[src/sv/c_subset_lexer_defines.svh]
// Assertion macros for the C subset lexer.
// Used by the top level; relies on aclk and aresetn in the including scope.
`ifndef C_SUBSET_LEXER_DEFINES_SVH
`define C_SUBSET_LEXER_DEFINES_SVH

// Same-cycle implication, disabled in reset.
`define CSL_ASSERT_NOW(label, ante, cons) \
    label: assert property (@(posedge aclk) disable iff (!aresetn) (ante) |-> (cons)) \
        else $error("c_subset_lexer: check failed");

// Next-cycle implication, disabled in reset.
`define CSL_ASSERT_NEXT(label, ante, cons) \
    label: assert property (@(posedge aclk) disable iff (!aresetn) (ante) |=> (cons)) \
        else $error("c_subset_lexer: check failed");

`endif

[src/sv/csl_pkg.sv]
// Shared types and constants for the C subset lexer.
// No dependencies; imported by every module of the block.
`default_nettype none

package csl_pkg;

    localparam int QUEUE_DEPTH = 4;

    typedef enum logic [1:0] {
        MODE_IDLE   = 2'd0,
        MODE_IDENT  = 2'd1,
        MODE_NUMBER = 2'd2,
        MODE_OPER   = 2'd3
    } scan_mode_t;

    typedef enum logic [4:0] {
        TK_INVALID = 5'd0,
        TK_LBRACE  = 5'd1,
        TK_RBRACE  = 5'd2,
        TK_LPAREN  = 5'd3,
        TK_RPAREN  = 5'd4,
        TK_SEMI    = 5'd5,
        TK_INT     = 5'd6,
        TK_RETURN  = 5'd7,
        TK_IDENT   = 5'd8,
        TK_LITERAL = 5'd9,
        TK_NOT     = 5'd10,
        TK_TILDE   = 5'd11,
        TK_MINUS   = 5'd12,
        TK_PLUS    = 5'd13,
        TK_STAR    = 5'd14,
        TK_SLASH   = 5'd15,
        TK_PERCENT = 5'd16,
        TK_EQ      = 5'd17,
        TK_NE      = 5'd18,
        TK_LAND    = 5'd19,
        TK_LOR     = 5'd20,
        TK_LT      = 5'd21,
        TK_LE      = 5'd22,
        TK_GT      = 5'd23,
        TK_GE      = 5'd24,
        TK_ASSIGN  = 5'd25
    } tok_kind_t;

    typedef struct packed {
        tok_kind_t   kind;
        logic [31:0] value;
        logic [7:0]  length;
        logic [31:0] start;
        logic [31:0] line;
    } token_t;

    // One accepted byte gives at most two tokens; an entry holds one or two of them.
    typedef struct packed {
        token_t tok0;
        token_t tok1;
        logic   two;
    } entry_t;

    typedef struct packed {
        scan_mode_t  mode;
        logic [31:0] position;
    } front_status_t;

endpackage

`default_nettype wire

[src/sv/csl_queue.sv]
// Short token queue between the lexer front end and the output stage.
// Depends on csl_pkg for the entry type.
`default_nettype none

module csl_queue #(
    parameter int DEPTH = 4
) (
    input  wire logic            aclk,
    input  wire logic            aresetn,
    input  wire logic            push,
    input  wire csl_pkg::entry_t push_entry,
    input  wire logic            pop,
    output csl_pkg::entry_t      head,
    output logic                 full,
    output logic                 empty
);
    import csl_pkg::*;

    localparam int PTR_W = (DEPTH > 1) ? $clog2(DEPTH) : 1;
    localparam int CNT_W = $clog2(DEPTH + 1);

    entry_t             slot_reg [DEPTH];
    logic [PTR_W-1:0]   wr_ptr_reg, wr_ptr_next;
    logic [PTR_W-1:0]   rd_ptr_reg, rd_ptr_next;
    logic [CNT_W-1:0]   count_reg, count_next;

    function automatic logic [PTR_W-1:0] bump(input logic [PTR_W-1:0] p);
        bump = (p == PTR_W'(DEPTH - 1)) ? '0 : p + 1'b1;
    endfunction

    assign full  = (count_reg == CNT_W'(DEPTH));
    assign empty = (count_reg == '0);
    assign head  = slot_reg[rd_ptr_reg];

    always_comb begin
        wr_ptr_next = push ? bump(wr_ptr_reg) : wr_ptr_reg;
        rd_ptr_next = pop ? bump(rd_ptr_reg) : rd_ptr_reg;
        count_next  = count_reg;
        if (push && !pop) begin
            count_next = count_reg + 1'b1;
        end else if (pop && !push) begin
            count_next = count_reg - 1'b1;
        end
    end

    always_ff @(posedge aclk) begin
        if (!aresetn) begin
            wr_ptr_reg <= '0;
            rd_ptr_reg <= '0;
            count_reg  <= '0;
        end else begin
            wr_ptr_reg <= wr_ptr_next;
            rd_ptr_reg <= rd_ptr_next;
            count_reg  <= count_next;
        end
    end

    always_ff @(posedge aclk) begin
        if (push) begin
            slot_reg[wr_ptr_reg] <= push_entry;
        end
    end

endmodule

`default_nettype wire

[src/sv/csl_front.sv]
// Lexer front end: accepts source bytes, keeps the scan state and forms tokens.
// Depends on csl_pkg; feeds csl_queue.
`default_nettype none

module csl_front #(
    parameter int MAX_TOKEN_LEN = 255
) (
    input  wire logic               aclk,
    input  wire logic               aresetn,
    input  wire logic               s_valid,
    output logic                    s_ready,
    input  wire logic [7:0]         s_char_in,
    input  wire logic               s_flush,
    input  wire logic               cfg_write,
    input  wire logic [31:0]        cfg_data,
    input  wire logic               q_full,
    output logic                    push,
    output csl_pkg::entry_t         push_entry,
    output csl_pkg::front_status_t  status
);
    import csl_pkg::*;

    localparam int LEN_W = $clog2(MAX_TOKEN_LEN + 1);
    localparam int EXT_W = (LEN_W > 8) ? LEN_W : 8;

    localparam logic [7:0] CH_TAB   = 8'h09;
    localparam logic [7:0] CH_LF    = 8'h0A;
    localparam logic [7:0] CH_CR    = 8'h0D;
    localparam logic [7:0] CH_SP    = 8'h20;
    localparam logic [7:0] CH_BANG  = 8'h21;
    localparam logic [7:0] CH_PCT   = 8'h25;
    localparam logic [7:0] CH_AMP   = 8'h26;
    localparam logic [7:0] CH_LPAR  = 8'h28;
    localparam logic [7:0] CH_RPAR  = 8'h29;
    localparam logic [7:0] CH_STAR  = 8'h2A;
    localparam logic [7:0] CH_PLUS  = 8'h2B;
    localparam logic [7:0] CH_MINUS = 8'h2D;
    localparam logic [7:0] CH_SLASH = 8'h2F;
    localparam logic [7:0] CH_ZERO  = 8'h30;
    localparam logic [7:0] CH_NINE  = 8'h39;
    localparam logic [7:0] CH_SEMI  = 8'h3B;
    localparam logic [7:0] CH_LT    = 8'h3C;
    localparam logic [7:0] CH_EQ    = 8'h3D;
    localparam logic [7:0] CH_GT    = 8'h3E;
    localparam logic [7:0] CH_UPA   = 8'h41;
    localparam logic [7:0] CH_UPZ   = 8'h5A;
    localparam logic [7:0] CH_UNDER = 8'h5F;
    localparam logic [7:0] CH_LOA   = 8'h61;
    localparam logic [7:0] CH_LOZ   = 8'h7A;
    localparam logic [7:0] CH_LBRC  = 8'h7B;
    localparam logic [7:0] CH_BAR   = 8'h7C;
    localparam logic [7:0] CH_RBRC  = 8'h7D;
    localparam logic [7:0] CH_TILDE = 8'h7E;
    localparam logic [7:0] CH_I     = 8'h69;
    localparam logic [7:0] CH_N     = 8'h6E;
    localparam logic [7:0] CH_T     = 8'h74;
    localparam logic [7:0] CH_R     = 8'h72;
    localparam logic [7:0] CH_E     = 8'h65;
    localparam logic [7:0] CH_U     = 8'h75;

    function automatic logic [7:0] kw_int_char(input logic [2:0] p);
        case (p)
            3'd0:    kw_int_char = CH_I;
            3'd1:    kw_int_char = CH_N;
            default: kw_int_char = CH_T;
        endcase
    endfunction

    function automatic logic [7:0] kw_ret_char(input logic [2:0] p);
        case (p)
            3'd0:    kw_ret_char = CH_R;
            3'd1:    kw_ret_char = CH_E;
            3'd2:    kw_ret_char = CH_T;
            3'd3:    kw_ret_char = CH_U;
            3'd4:    kw_ret_char = CH_R;
            default: kw_ret_char = CH_N;
        endcase
    endfunction

    function automatic tok_kind_t oper_kind(input logic [7:0] op, input logic two);
        case (op)
            CH_BANG: oper_kind = two ? TK_NE : TK_NOT;
            CH_EQ:   oper_kind = two ? TK_EQ : TK_ASSIGN;
            CH_LT:   oper_kind = two ? TK_LE : TK_LT;
            CH_GT:   oper_kind = two ? TK_GE : TK_GT;
            CH_AMP:  oper_kind = two ? TK_LAND : TK_INVALID;
            CH_BAR:  oper_kind = two ? TK_LOR : TK_INVALID;
            default: oper_kind = TK_INVALID;
        endcase
    endfunction

    function automatic tok_kind_t single_kind(input logic [7:0] c);
        case (c)
            CH_LBRC:  single_kind = TK_LBRACE;
            CH_RBRC:  single_kind = TK_RBRACE;
            CH_LPAR:  single_kind = TK_LPAREN;
            CH_RPAR:  single_kind = TK_RPAREN;
            CH_SEMI:  single_kind = TK_SEMI;
            CH_TILDE: single_kind = TK_TILDE;
            CH_MINUS: single_kind = TK_MINUS;
            CH_PLUS:  single_kind = TK_PLUS;
            CH_STAR:  single_kind = TK_STAR;
            CH_SLASH: single_kind = TK_SLASH;
            CH_PCT:   single_kind = TK_PERCENT;
            default:  single_kind = TK_INVALID;
        endcase
    endfunction

    scan_mode_t        mode_reg, mode_next;
    logic [7:0]        op_reg, op_next;
    logic [31:0]       acc_reg, acc_next;
    logic [LEN_W-1:0]  len_reg, len_next;
    logic [31:0]       start_reg, start_next;
    logic [31:0]       tline_reg, tline_next;
    logic [31:0]       line_reg, line_next;
    logic [31:0]       pos_reg, pos_next;
    logic [1:0]        km_reg, km_next;
    logic [31:0]       first_line_reg;

    logic              accept;
    logic              is_letter, is_digit, is_space, is_op_start, completes;
    logic              pend_ok, single_ok;
    token_t            pend, single;
    logic [1:0]        n_tok;
    logic [EXT_W-1:0]  len_ext;
    logic [7:0]        len_sat;
    logic [LEN_W-1:0]  len_grow;
    logic [2:0]        kw_idx;

    assign s_ready = !q_full;
    assign accept  = s_valid && s_ready;
    assign status  = '{mode: mode_reg, position: pos_reg};

    assign is_letter   = ((s_char_in >= CH_LOA) && (s_char_in <= CH_LOZ)) ||
                         ((s_char_in >= CH_UPA) && (s_char_in <= CH_UPZ));
    assign is_digit    = (s_char_in >= CH_ZERO) && (s_char_in <= CH_NINE);
    assign is_space    = (s_char_in == CH_SP) || (s_char_in == CH_TAB) ||
                         (s_char_in == CH_CR) || (s_char_in == CH_LF);
    assign is_op_start = (s_char_in == CH_BANG) || (s_char_in == CH_EQ) ||
                         (s_char_in == CH_LT) || (s_char_in == CH_GT) ||
                         (s_char_in == CH_AMP) || (s_char_in == CH_BAR);
    assign completes   = ((op_reg == CH_AMP) || (op_reg == CH_BAR)) ?
                         (s_char_in == op_reg) : (s_char_in == CH_EQ);

    assign len_ext  = EXT_W'(len_reg);
    assign len_sat  = (len_ext > EXT_W'(255)) ? 8'hFF : len_ext[7:0];
    assign len_grow = (len_reg < LEN_W'(MAX_TOKEN_LEN)) ? len_reg + 1'b1 : len_reg;
    assign kw_idx   = len_reg[2:0];

    always_comb begin
        pend         = '0;
        pend.start   = start_reg;
        pend.line    = tline_reg;
        pend.length  = len_sat;
        pend.kind    = TK_INVALID;
        pend_ok      = 1'b1;
        unique case (mode_reg)
            MODE_IDENT: begin
                if (km_reg[0] && (len_reg == LEN_W'(3))) begin
                    pend.kind = TK_INT;
                end else if (km_reg[1] && (len_reg == LEN_W'(6))) begin
                    pend.kind = TK_RETURN;
                end else begin
                    pend.kind = TK_IDENT;
                end
            end
            MODE_NUMBER: begin
                pend.kind  = TK_LITERAL;
                pend.value = acc_reg;
            end
            MODE_OPER: begin
                pend.kind   = oper_kind(op_reg, 1'b0);
                pend.length = 8'd1;
            end
            default: begin
                pend_ok = 1'b0;
            end
        endcase

        single        = '0;
        single.kind   = single_kind(s_char_in);
        single.length = 8'd1;
        single.start  = pos_reg;
        single.line   = line_reg;
        single_ok     = 1'b0;

        mode_next  = mode_reg;
        op_next    = op_reg;
        acc_next   = acc_reg;
        len_next   = len_reg;
        start_next = start_reg;
        tline_next = tline_reg;
        line_next  = line_reg;
        pos_next   = pos_reg;
        km_next    = km_reg;
        n_tok      = 2'd0;
        push_entry = '0;

        if (accept) begin
            if (s_flush) begin
                push_entry.tok0 = pend;
                n_tok      = {1'b0, pend_ok};
                mode_next  = MODE_IDLE;
                op_next    = '0;
                acc_next   = '0;
                len_next   = '0;
                start_next = '0;
                tline_next = '0;
                km_next    = 2'b11;
                pos_next   = '0;
                line_next  = first_line_reg;
            end else begin
                pos_next = pos_reg + 1'b1;
                if ((mode_reg == MODE_IDENT) && (is_letter || is_digit ||
                                                 (s_char_in == CH_UNDER))) begin
                    if (!((len_reg < LEN_W'(3)) && (s_char_in == kw_int_char(kw_idx)))) begin
                        km_next[0] = 1'b0;
                    end
                    if (!((len_reg < LEN_W'(6)) && (s_char_in == kw_ret_char(kw_idx)))) begin
                        km_next[1] = 1'b0;
                    end
                    len_next = len_grow;
                end else if ((mode_reg == MODE_NUMBER) && is_digit) begin
                    acc_next = {acc_reg[28:0], 3'b000} + {acc_reg[30:0], 1'b0} +
                               {24'd0, s_char_in - CH_ZERO};
                    len_next = len_grow;
                end else if ((mode_reg == MODE_OPER) && completes) begin
                    push_entry.tok0        = pend;
                    push_entry.tok0.kind   = oper_kind(op_reg, 1'b1);
                    push_entry.tok0.length = 8'd2;
                    n_tok      = 2'd1;
                    mode_next  = MODE_IDLE;
                    op_next    = '0;
                    acc_next   = '0;
                    len_next   = '0;
                    start_next = '0;
                    tline_next = '0;
                    km_next    = 2'b11;
                end else begin
                    mode_next  = MODE_IDLE;
                    op_next    = '0;
                    acc_next   = '0;
                    len_next   = '0;
                    start_next = '0;
                    tline_next = '0;
                    km_next    = 2'b11;
                    if (is_space) begin
                        if (s_char_in == CH_LF) begin
                            line_next = line_reg + 1'b1;
                        end
                    end else if (is_letter || is_digit || is_op_start) begin
                        mode_next  = is_letter ? MODE_IDENT :
                                     (is_digit ? MODE_NUMBER : MODE_OPER);
                        start_next = pos_reg;
                        tline_next = line_reg;
                        len_next   = LEN_W'(1);
                        if (is_letter) begin
                            km_next = {s_char_in == CH_R, s_char_in == CH_I};
                        end
                        if (is_digit) begin
                            acc_next = {24'd0, s_char_in - CH_ZERO};
                        end
                        if (is_op_start) begin
                            op_next = s_char_in;
                        end
                    end else begin
                        single_ok = 1'b1;
                    end
                    if (pend_ok) begin
                        push_entry.tok0 = pend;
                        push_entry.tok1 = single;
                        n_tok = single_ok ? 2'd2 : 2'd1;
                    end else begin
                        push_entry.tok0 = single;
                        n_tok = {1'b0, single_ok};
                    end
                end
            end
        end

        push_entry.two = (n_tok == 2'd2);
        push = (n_tok != 2'd0);

        if (cfg_write && (pos_reg == '0)) begin
            line_next = cfg_data;
        end
    end

    always_ff @(posedge aclk) begin
        if (!aresetn) begin
            mode_reg       <= MODE_IDLE;
            op_reg         <= '0;
            acc_reg        <= '0;
            len_reg        <= '0;
            start_reg      <= '0;
            tline_reg      <= '0;
            line_reg       <= 32'd1;
            pos_reg        <= '0;
            km_reg         <= 2'b11;
            first_line_reg <= 32'd1;
        end else begin
            mode_reg  <= mode_next;
            op_reg    <= op_next;
            acc_reg   <= acc_next;
            len_reg   <= len_next;
            start_reg <= start_next;
            tline_reg <= tline_next;
            line_reg  <= line_next;
            pos_reg   <= pos_next;
            km_reg    <= km_next;
            if (cfg_write) begin
                first_line_reg <= cfg_data;
            end
        end
    end

endmodule

`default_nettype wire

[src/sv/csl_back.sv]
// Lexer output stage: splits queued entries into single tokens and registers them.
// Depends on csl_pkg; drains csl_queue.
`default_nettype none

module csl_back (
    input  wire logic            aclk,
    input  wire logic            aresetn,
    input  wire csl_pkg::entry_t head,
    input  wire logic            q_empty,
    output logic                 pop,
    output logic                 m_valid,
    input  wire logic            m_ready,
    output csl_pkg::token_t      m_token,
    output logic                 m_last
);
    import csl_pkg::*;

    logic   valid_reg, valid_next;
    logic   idx_reg, idx_next;
    token_t tok_reg;
    logic   last_reg;
    logic   load, last_now;

    assign m_valid  = valid_reg;
    assign m_token  = tok_reg;
    assign m_last   = last_reg;
    assign load     = (!valid_reg || m_ready) && !q_empty;
    assign last_now = !head.two || idx_reg;
    assign pop      = load && last_now;

    always_comb begin
        valid_next = valid_reg;
        idx_next   = idx_reg;
        if (load) begin
            valid_next = 1'b1;
            idx_next   = last_now ? 1'b0 : 1'b1;
        end else if (m_ready) begin
            valid_next = 1'b0;
        end
    end

    always_ff @(posedge aclk) begin
        if (!aresetn) begin
            valid_reg <= 1'b0;
            idx_reg   <= 1'b0;
        end else begin
            valid_reg <= valid_next;
            idx_reg   <= idx_next;
        end
    end

    always_ff @(posedge aclk) begin
        if (load) begin
            tok_reg  <= idx_reg ? head.tok1 : head.tok0;
            last_reg <= last_now;
        end
    end

endmodule

`default_nettype wire

[src/sv/c_subset_lexer.sv]
// C subset lexer: one byte per cycle in while s_ready, one token per cycle out while m_ready.
// The token that a byte ends is registered in the queue, then in the output register.
// Throughput: 1 byte per cycle while s_ready; a two-token byte uses the output stage twice.
// Reset (aresetn low, synchronous): scan idle, queue empty, line number and register 1.
// Depends on csl_pkg, csl_front, csl_queue, csl_back and c_subset_lexer_defines.svh.
`default_nettype none

`include "c_subset_lexer_defines.svh"

module c_subset_lexer #(
    parameter int MAX_TOKEN_LEN = 255
) (
    input  wire logic        aclk,
    input  wire logic        aresetn,
    input  wire logic        s_valid,
    output logic             s_ready,
    input  wire logic [7:0]  s_char_in,
    input  wire logic        s_flush,
    input  wire logic        cfg_valid,
    output logic             cfg_ready,
    input  wire logic [31:0] cfg_data,
    output logic             m_valid,
    input  wire logic        m_ready,
    output logic [4:0]       m_token_kind,
    output logic [31:0]      m_int_value,
    output logic [7:0]       m_token_length,
    output logic [31:0]      m_start_position,
    output logic [31:0]      m_src_line,
    output logic             m_last_of_run
);
    import csl_pkg::*;

    logic          q_push, q_pop, q_full, q_empty;
    entry_t        push_entry, head;
    token_t        out_tok;
    front_status_t front_status;

    assign cfg_ready = 1'b1;

    csl_front #(
        .MAX_TOKEN_LEN(MAX_TOKEN_LEN)
    ) u_front (
        .aclk       (aclk),
        .aresetn    (aresetn),
        .s_valid    (s_valid),
        .s_ready    (s_ready),
        .s_char_in  (s_char_in),
        .s_flush    (s_flush),
        .cfg_write  (cfg_valid && cfg_ready),
        .cfg_data   (cfg_data),
        .q_full     (q_full),
        .push       (q_push),
        .push_entry (push_entry),
        .status     (front_status)
    );

    csl_queue #(
        .DEPTH(QUEUE_DEPTH)
    ) u_queue (
        .aclk       (aclk),
        .aresetn    (aresetn),
        .push       (q_push),
        .push_entry (push_entry),
        .pop        (q_pop),
        .head       (head),
        .full       (q_full),
        .empty      (q_empty)
    );

    csl_back u_back (
        .aclk    (aclk),
        .aresetn (aresetn),
        .head    (head),
        .q_empty (q_empty),
        .pop     (q_pop),
        .m_valid (m_valid),
        .m_ready (m_ready),
        .m_token (out_tok),
        .m_last  (m_last_of_run)
    );

    assign m_token_kind     = 5'(out_tok.kind);
    assign m_int_value      = out_tok.value;
    assign m_token_length   = out_tok.length;
    assign m_start_position = out_tok.start;
    assign m_src_line       = out_tok.line;

    `CSL_ASSERT_NOW(a_no_push_when_full, q_push, !q_full)
    `CSL_ASSERT_NOW(a_no_pop_when_empty, q_pop, !q_empty)
    `CSL_ASSERT_NEXT(a_flush_clears_scan, s_valid && s_ready && s_flush,
        front_status.mode == MODE_IDLE && front_status.position == 32'd0)

endmodule

`default_nettype wire
[config.mk]
export PLATFORM = sky130hd
export DESIGN_NAME = c_subset_lexer
export DESIGN_NICKNAME = d
export VERILOG_FILES = /design/src/sv/csl_pkg.sv /design/src/sv/csl_queue.sv /design/src/sv/csl_front.sv /design/src/sv/csl_back.sv /design/src/sv/c_subset_lexer.sv
export VERILOG_INCLUDE_DIRS = /design/src /design/src/sv
export SDC_FILE = /design/constraint.sdc
export NUM_CORES = 1
export LEC_CHECK = 0
export BUFFER_PORTS_ARGS = -buffer_cell sky130_fd_sc_hd__buf_4
export CELL_PAD_IN_SITES_DETAIL_PLACEMENT = 0
export CELL_PAD_IN_SITES_GLOBAL_PLACEMENT = 1
export CORE_ASPECT_RATIO = 2
export CORE_MARGIN = 10
export CORE_UTILIZATION = 53
export DETAILED_ROUTE_END_ITERATION = 6
export MAX_ROUTING_LAYER = met4
export PLACE_DENSITY = 0.86
export SYNTH_ARGS = -nofsm -noshare
export SYNTH_HDL_FRONTEND = slang
export SYNTH_SLANG_ARGS = --single-unit
[constraint.sdc]
create_clock -name aclk -period 14.05 [get_ports aclk]
set_input_delay 1.405 -clock aclk [delete_from_list [all_inputs] [get_ports aclk]]
set_output_delay 1.405 -clock aclk [all_outputs]
set_load 0.02 [all_outputs]
==> results.md, run 1 <==
- Endpoints failing hold: 0
- Slew headroom: 0.993%
- # placed instances: 3937
- Sw Ratio: 28.5%
- Area contributors post-synth: edfxtp_1, dfxtp_1, mux4_2, a22o_1, ha_1
- Layout cells sized above 1: 20.6%
- I/O Buffers: 157
- Setup Skew: 22.2 ps
- FF+latch count, synth: 1053
- Worst-margin pin slew: 1490 ps
- Unrepaired setup endpoints after global routing: false
- Vias in the first global route: 26500
- # hold bufs at CTS: 0
- H-tree depth: 3
- DIE HEIGHT: 429 µm
- Core area: 82600 µm²
- Clock Sinks: 1053
- Sequential-to-total area share from yosys stat: 66.5%
- Critical path startpoint category: primary input
- Largest area contributor in the netlist: edfxtp_1
- Psw: 0.00236 W
- Number of setup violations in the final report: 0
- Mean Syn Cell Area: 15.4 µm²
- Post-CTS setup buffer count: 0
- WP data arrival: 6420 ps
- Worst hold path type: flop to flop
- Largest net degree at the start of global routing: 180
- Internal Power: 0.00594 W
- Clock root buffer: clkbuf_16
- Iter 0 DRT Violations: 2121
- Syn Std Cell Area: 44200 µm²
- Initial antenna violation count: 10
- Fin. max-slew vios: 0
- Die footprint: 96100 µm²
- Clock network power share: 29.9%
- Die X: 224 µm
- Run status: finished, final reports clean
- DRC: 0
- Post-DP Area: 46300 µm²
- Total gr overflow: 0
- Multi-input combinational cell area: 13900 µm²
- Global-route wire length before repair: 165000 µm
- Cts bufs inserted: 87
- WL/cell: 26.4 µm
- Yosys top cell area share: 56.4%
- Max reg flops: 720
- Ports: 159
- GRT Overall Usage: 23.2%
- Syn-to-layout area delta: 11.4%
- Sum Neg Setup Slack: 0 ps
- Post-synth EDFFs: 830
- Yosys warns: 0
- Clock transition at the registers of the reported paths: 70 ps
- Routed Antenna Nets: 0
- Power per Cell Area: 168 nW/µm²
- Final Cycle Share: 43.5%
- Num rows: 149
- Mapped Nets: 3005
- Pre-antenna DRT Iters: 6
- Final nets: 3095
- WL final: 109000 µm
- Dominant synthesized flop cell: edfxtp_1
- Fmax achieved: 0.164 GHz
- Final GP Congestion: 0.903
- Leakage power: 16.4 nW
- Vias: 25800
- Max cap viols: 0
- Seq pwr share: 47.7%
- CP Capture Type: flop
- CTS tree: yes
- Critical Path RT: 14360 ps
- Reg area: 29400 µm²
- Clock latency on the worst-skew pair: 680 ps
- Minimum clock period after layout: 6110 ps
- R2R setup slack: 8930 ps
- Gate Count Post-Synth: 2879
- Mean number of vias per cell: 6.28
- DP HPWL: 68500 µm
- Fillers: 6153
- Cts repair resizes: 0
- Gate power share: 22.4%
- Post-synthesis cell type count: 85
- Initial Util: 53.5%
- Clock buffer depth: 3
- Maximum vdd drop: 0.000140 V
- Ys async rst share: 0%
- Max Fanout on Critical Path: 51
- Finished Layout Cells: 4111
- Critical path class: primary input to flop
- Final instance area: 49300 µm²
==> power groups by stage <==
stage | clock network, W | registers (W) | logic (W)
floorplan | 0 | 0.00420 | 0.00104
global placement | 0 | 0.00401 | 0.00187
detailed placement | 0 | 0.00402 | 0.00189
CTS | 0.00253 | 0.00396 | 0.00190
global route | 0.00264 | 0.00398 | 0.00199
finish | 0.00248 | 0.00395 | 0.00186
==> logic make-up after synthesis <==
group / count (synthesis) / synth area share, %
other cells: 1 / 0.00848
buf+inv: 243 / 2.25
fa+ha+maj: 81 / 2.41
simple gates: 658 / 7.62
mux: 296 / 12.0
compound gates: 474 / 7.82
flops: 1053 / 66.5
xor+xnor: 73 / 1.45
==> Yosys cell counts (8+ instances only) <==
cell / instances
ha_1: 73
nor3_1: 40
a22oi_1: 11
edfxtp_1: 830
inv_1: 45
o31ai_1: 14
a31oi_1: 29
a221oi_1: 9
o22ai_1: 10
nand3_1: 48
xor2_1: 47
mux2i_1: 43
nor4_1: 12
nand2b_1: 10
and2_1: 95
and3_1: 27
mux4_2: 180
xnor2_1: 26
buf_2: 14
o2bb2ai_1: 14
nand2_1: 117
a21o_1: 15
nor2_1: 177
a22o_1: 137
a21oi_1: 87
o21ai_0: 60
buf_6: 8
mux2_2: 73
clkbuf_1: 148
o211ai_1: 12
nor2b_1: 55
buf_1: 24
nand4_1: 22
or3_1: 12
dfxtp_1: 223
==> through the flow <==
step	setup slack [ps]	power [W]	util (%)	hold WS, ps
after floorplan	1850	0.00523	-	436
after global placement	7270	0.00588	56.1	444
after detailed placement	7150	0.00591	56.1	448
after CTS	7880	0.00839	59.6	459
after global routing	7520	0.00862	59.7	487
final	7940	0.00830	59.7	457
==> per-layer routing <==
metal  track usage (%)  vias to the layer above  part of all wire, %
li1                  -                    11400                    -
met1              26.9                    13300                   38
met2              39.8                      889                   53
met3              4.04                      195                  5.7
met4              8.53                        0                  3.4
met5                 -                        -                    0
==> layout by cell type, fill, tap and decap left out, types with 47 or more instances in the layout <==
cell type | synthesis | routed
edfxtp_1 | 830 | 830
dfxtp_1 | 223 | 220
buf_4 | 1 | 194
mux4_2 | 180 | 180
nor2_1 | 177 | 175
a22o_1 | 137 | 137
nand2_1 | 117 | 117
and2_1 | 95 | 94
clkbuf_16 | 0 | 89
a21oi_1 | 87 | 86
mux2_2 | 73 | 73
ha_1 | 73 | 73
o21ai_0 | 60 | 60
nor2b_1 | 55 | 51
nand3_1 | 48 | 48
xor2_1 | 47 | 47
==> worst max-delay path, cell delays in order <==
cell and delay [ps]:
buf_4 180, inv_1 180, ha_1 390, nor3b_1 240, a221oi_1 90, nor2b_1 420
nor3_1 160, o31a_1 140, ha_1 270, nand3b_1 110, a32o_1 200, a31oi_1 60
buf_4 200, nor2b_4 840, buf_4 720, buf_4 720
==> worst paths after layout <==
path	depth (start not counted)	end	from
setup / recovery	16	u_queue.slot_reg[0][149]	s_char_in[4]
hold / removal	2	u_front.acc_reg[4]	u_front.acc_reg[4]
setup reg to reg	10	u_queue.slot_reg[0][149]	u_front.op_reg[1]
hold reg to reg	2	u_front.acc_reg[4]	u_front.acc_reg[4]
==> layout make-up <==
cell class | instances | share of cell area (%)
diodes | 10 | 0.0508
clock buffers | 116 | 4.99
clock inverters | 48 | 0.968
inverters | 48 | 0.366
multi-input cells | 1583 | 28.2
flip-flops and latches | 1053 | 59.7
well taps | 1057 | 2.68
repair buffers | 196 | 3.04
(Power assumes the default switching activity.)
==> run 2, diff against run 1 <==
clock period = 6 ns   (was 14.05 ns; I/O delays follow)
==> results.md, run 2 (same netlist as run 1, synthesis figures left out) <==
- Run status: finished, violations left
- Failing checks: DRC
- Leakage power: 16.4 nW
- Maximum vdd drop: 0.000277 V
- Number of setup violations in the final report: 0
- Syn-to-layout area delta: 11.5%
- Largest net degree at the start of global routing: 122
- Total gr overflow: 0
- Final GP Congestion: 0.904
- Fin. max-slew vios: 0
- WL final: 108000 µm
- Die footprint: 96100 µm²
- Cts bufs inserted: 85
- Max reg flops: 720
- Critical Path RT: 6550 ps
- Clock root buffer: clkbuf_16
- Slew headroom: 20.2%
- Minimum clock period after layout: 4100 ps
- WL/cell: 26.2 µm
- Clock Sinks: 1053
- WHS Endpoint: u_front.line_reg[0]
- Max cap viols: 0
- Critical path class: primary input to flop
- Worst flop-to-flop path endpoint: u_front.acc_reg[24]
- Routed Antenna Nets: 0
- Final nets: 3090
- CP Capture Type: flop
- Die X: 224 µm
- DRC: 1
- Origin of the critical flop-to-flop path: u_front.acc_reg[2]
- Min-delay src: cfg_data[0]
- Clock latency on the worst-skew pair: 670 ps
- Commonest non-fill, non-tap cells in the layout: edfxtp_1, dfxtp_1, buf_4
- Mean number of vias per cell: 6.25
- Unrepaired setup endpoints after global routing: false
- CTS tree: yes
- Initial antenna violation count: 10
- Sum Neg Setup Slack: 0 ps
- Num rows: 149
- DIE HEIGHT: 429 µm
- Layout cells sized above 1: 20.4%
- Vias: 25600
- Pwr Total: 0.0194 W
- Clock buffer depth: 3
- Fmax achieved: 0.244 GHz
- Global-route wire length before repair: 164000 µm
- Core area: 82600 µm²
- Worst hold path type: primary input to flop
- GRT Overall Usage: 23.1%
- Initial Util: 53.5%
- Power per Cell Area: 393 nW/µm²
- Cts repair resizes: 0
- H-tree depth: 3
- Endpoints failing hold: 0
- Final Cycle Share: 68.3%
- Vias in the first global route: 26800
- Setup Skew: 22.3 ps
- I/O Buffers: 157
- Pre-antenna DRT Iters: 7
- DP HPWL: 67000 µm
- Iter 0 DRT Violations: 2040
- R2R setup slack: 2100 ps
- Post-CTS setup buffer count: 0
- WP data arrival: 4640 ps
- # hold bufs at CTS: 0
- Hold Crit Depth: 3
- Ports: 159
- R2r worst-path depth: 12
- Worst-margin pin slew: 1190 ps
- Commonest non-fill, non-tap cell in the layout: edfxtp_1
- Critical path startpoint category: primary input
- Max Fanout on Critical Path: 12
- Setup crit start: s_char_in[4]
- Clock transition at the registers of the reported paths: 70 ps
run 2: cell count changes in the layout (fill, tap and decap cells not counted), moves of 3 or more:
cell	previous run	this run
buf_4	194	188
buf_12	2	5
bufinv_16	6	9
clkinv_2	14	11
inv_6	7	4
run 2: worst max path at each step:
stage                                         to  slack [ps]  cells past startpoint
final                        u_front.acc_reg[24]        1900                     14
after global routing         u_front.acc_reg[24]        1620                     14
after CTS                    u_front.acc_reg[24]        2060                     14
after detailed placement     u_front.acc_reg[24]        1390                     14
after global placement      u_queue.count_reg[2]        1330                     20
after floorplan           u_queue.slot_reg[0][0]       -1980                     13
run 2: final cells by class:
cell class	count	area, µm²
fillers	6227	33300
flip-flops and latches	1053	29400
multi-input cells	1583	13900
clock buffers	117	2450
repair buffers	193	1510
well taps	1057	1320
clock inverters	42	493
inverters	48	180
diodes	11	27.5
run 2: through the flow:
step	hold slack (ps)	std cells	utilization [%]	setup WS, ps	cell area (µm²)
global placement	445	3934	56.1	1330	46300
CTS	123	4093	59.7	2060	49300
detailed placement	451	3934	56.1	1390	46300
global route	155	4103	59.7	1620	49300
floorplan	436	2879	-	-1980	44200
finish	156	4104	59.7	1900	49300
run 2: critical path, stage by stage:
cell	delay, ps
buf_4	190
ha_1	510
xor2_1	290
fa_1	460
inv_1	80
ha_1	270
o211ai_1	110
a21o_1	150
a311oi_1	160
nor4b_1	900
nor2_1	250
nor4_1	310
nor4_1	90
a211o_1	270
run 2: where the power goes:
part / total, W / internal [W] / switching, W
clock: 0.00584 / 0.00328 / 0.00256
sequential: 0.00927 / 0.00881 / 0.000465
combinational: 0.00428 / 0.00189 / 0.00239
total: 0.0194 / 0.0140 / 0.00541
run 2: layer usage:
metal  wire length, µm  part of all wire [%]  GRT usage (%)  vias up
met2             57600                    54           40.2      863
met1             39700                    37           25.8    13200
met5                 0                     0              -        -
li1                  -                     -              -    11400
met3              6150                   5.7           4.07      207
met4              4090                   3.8           9.32        0
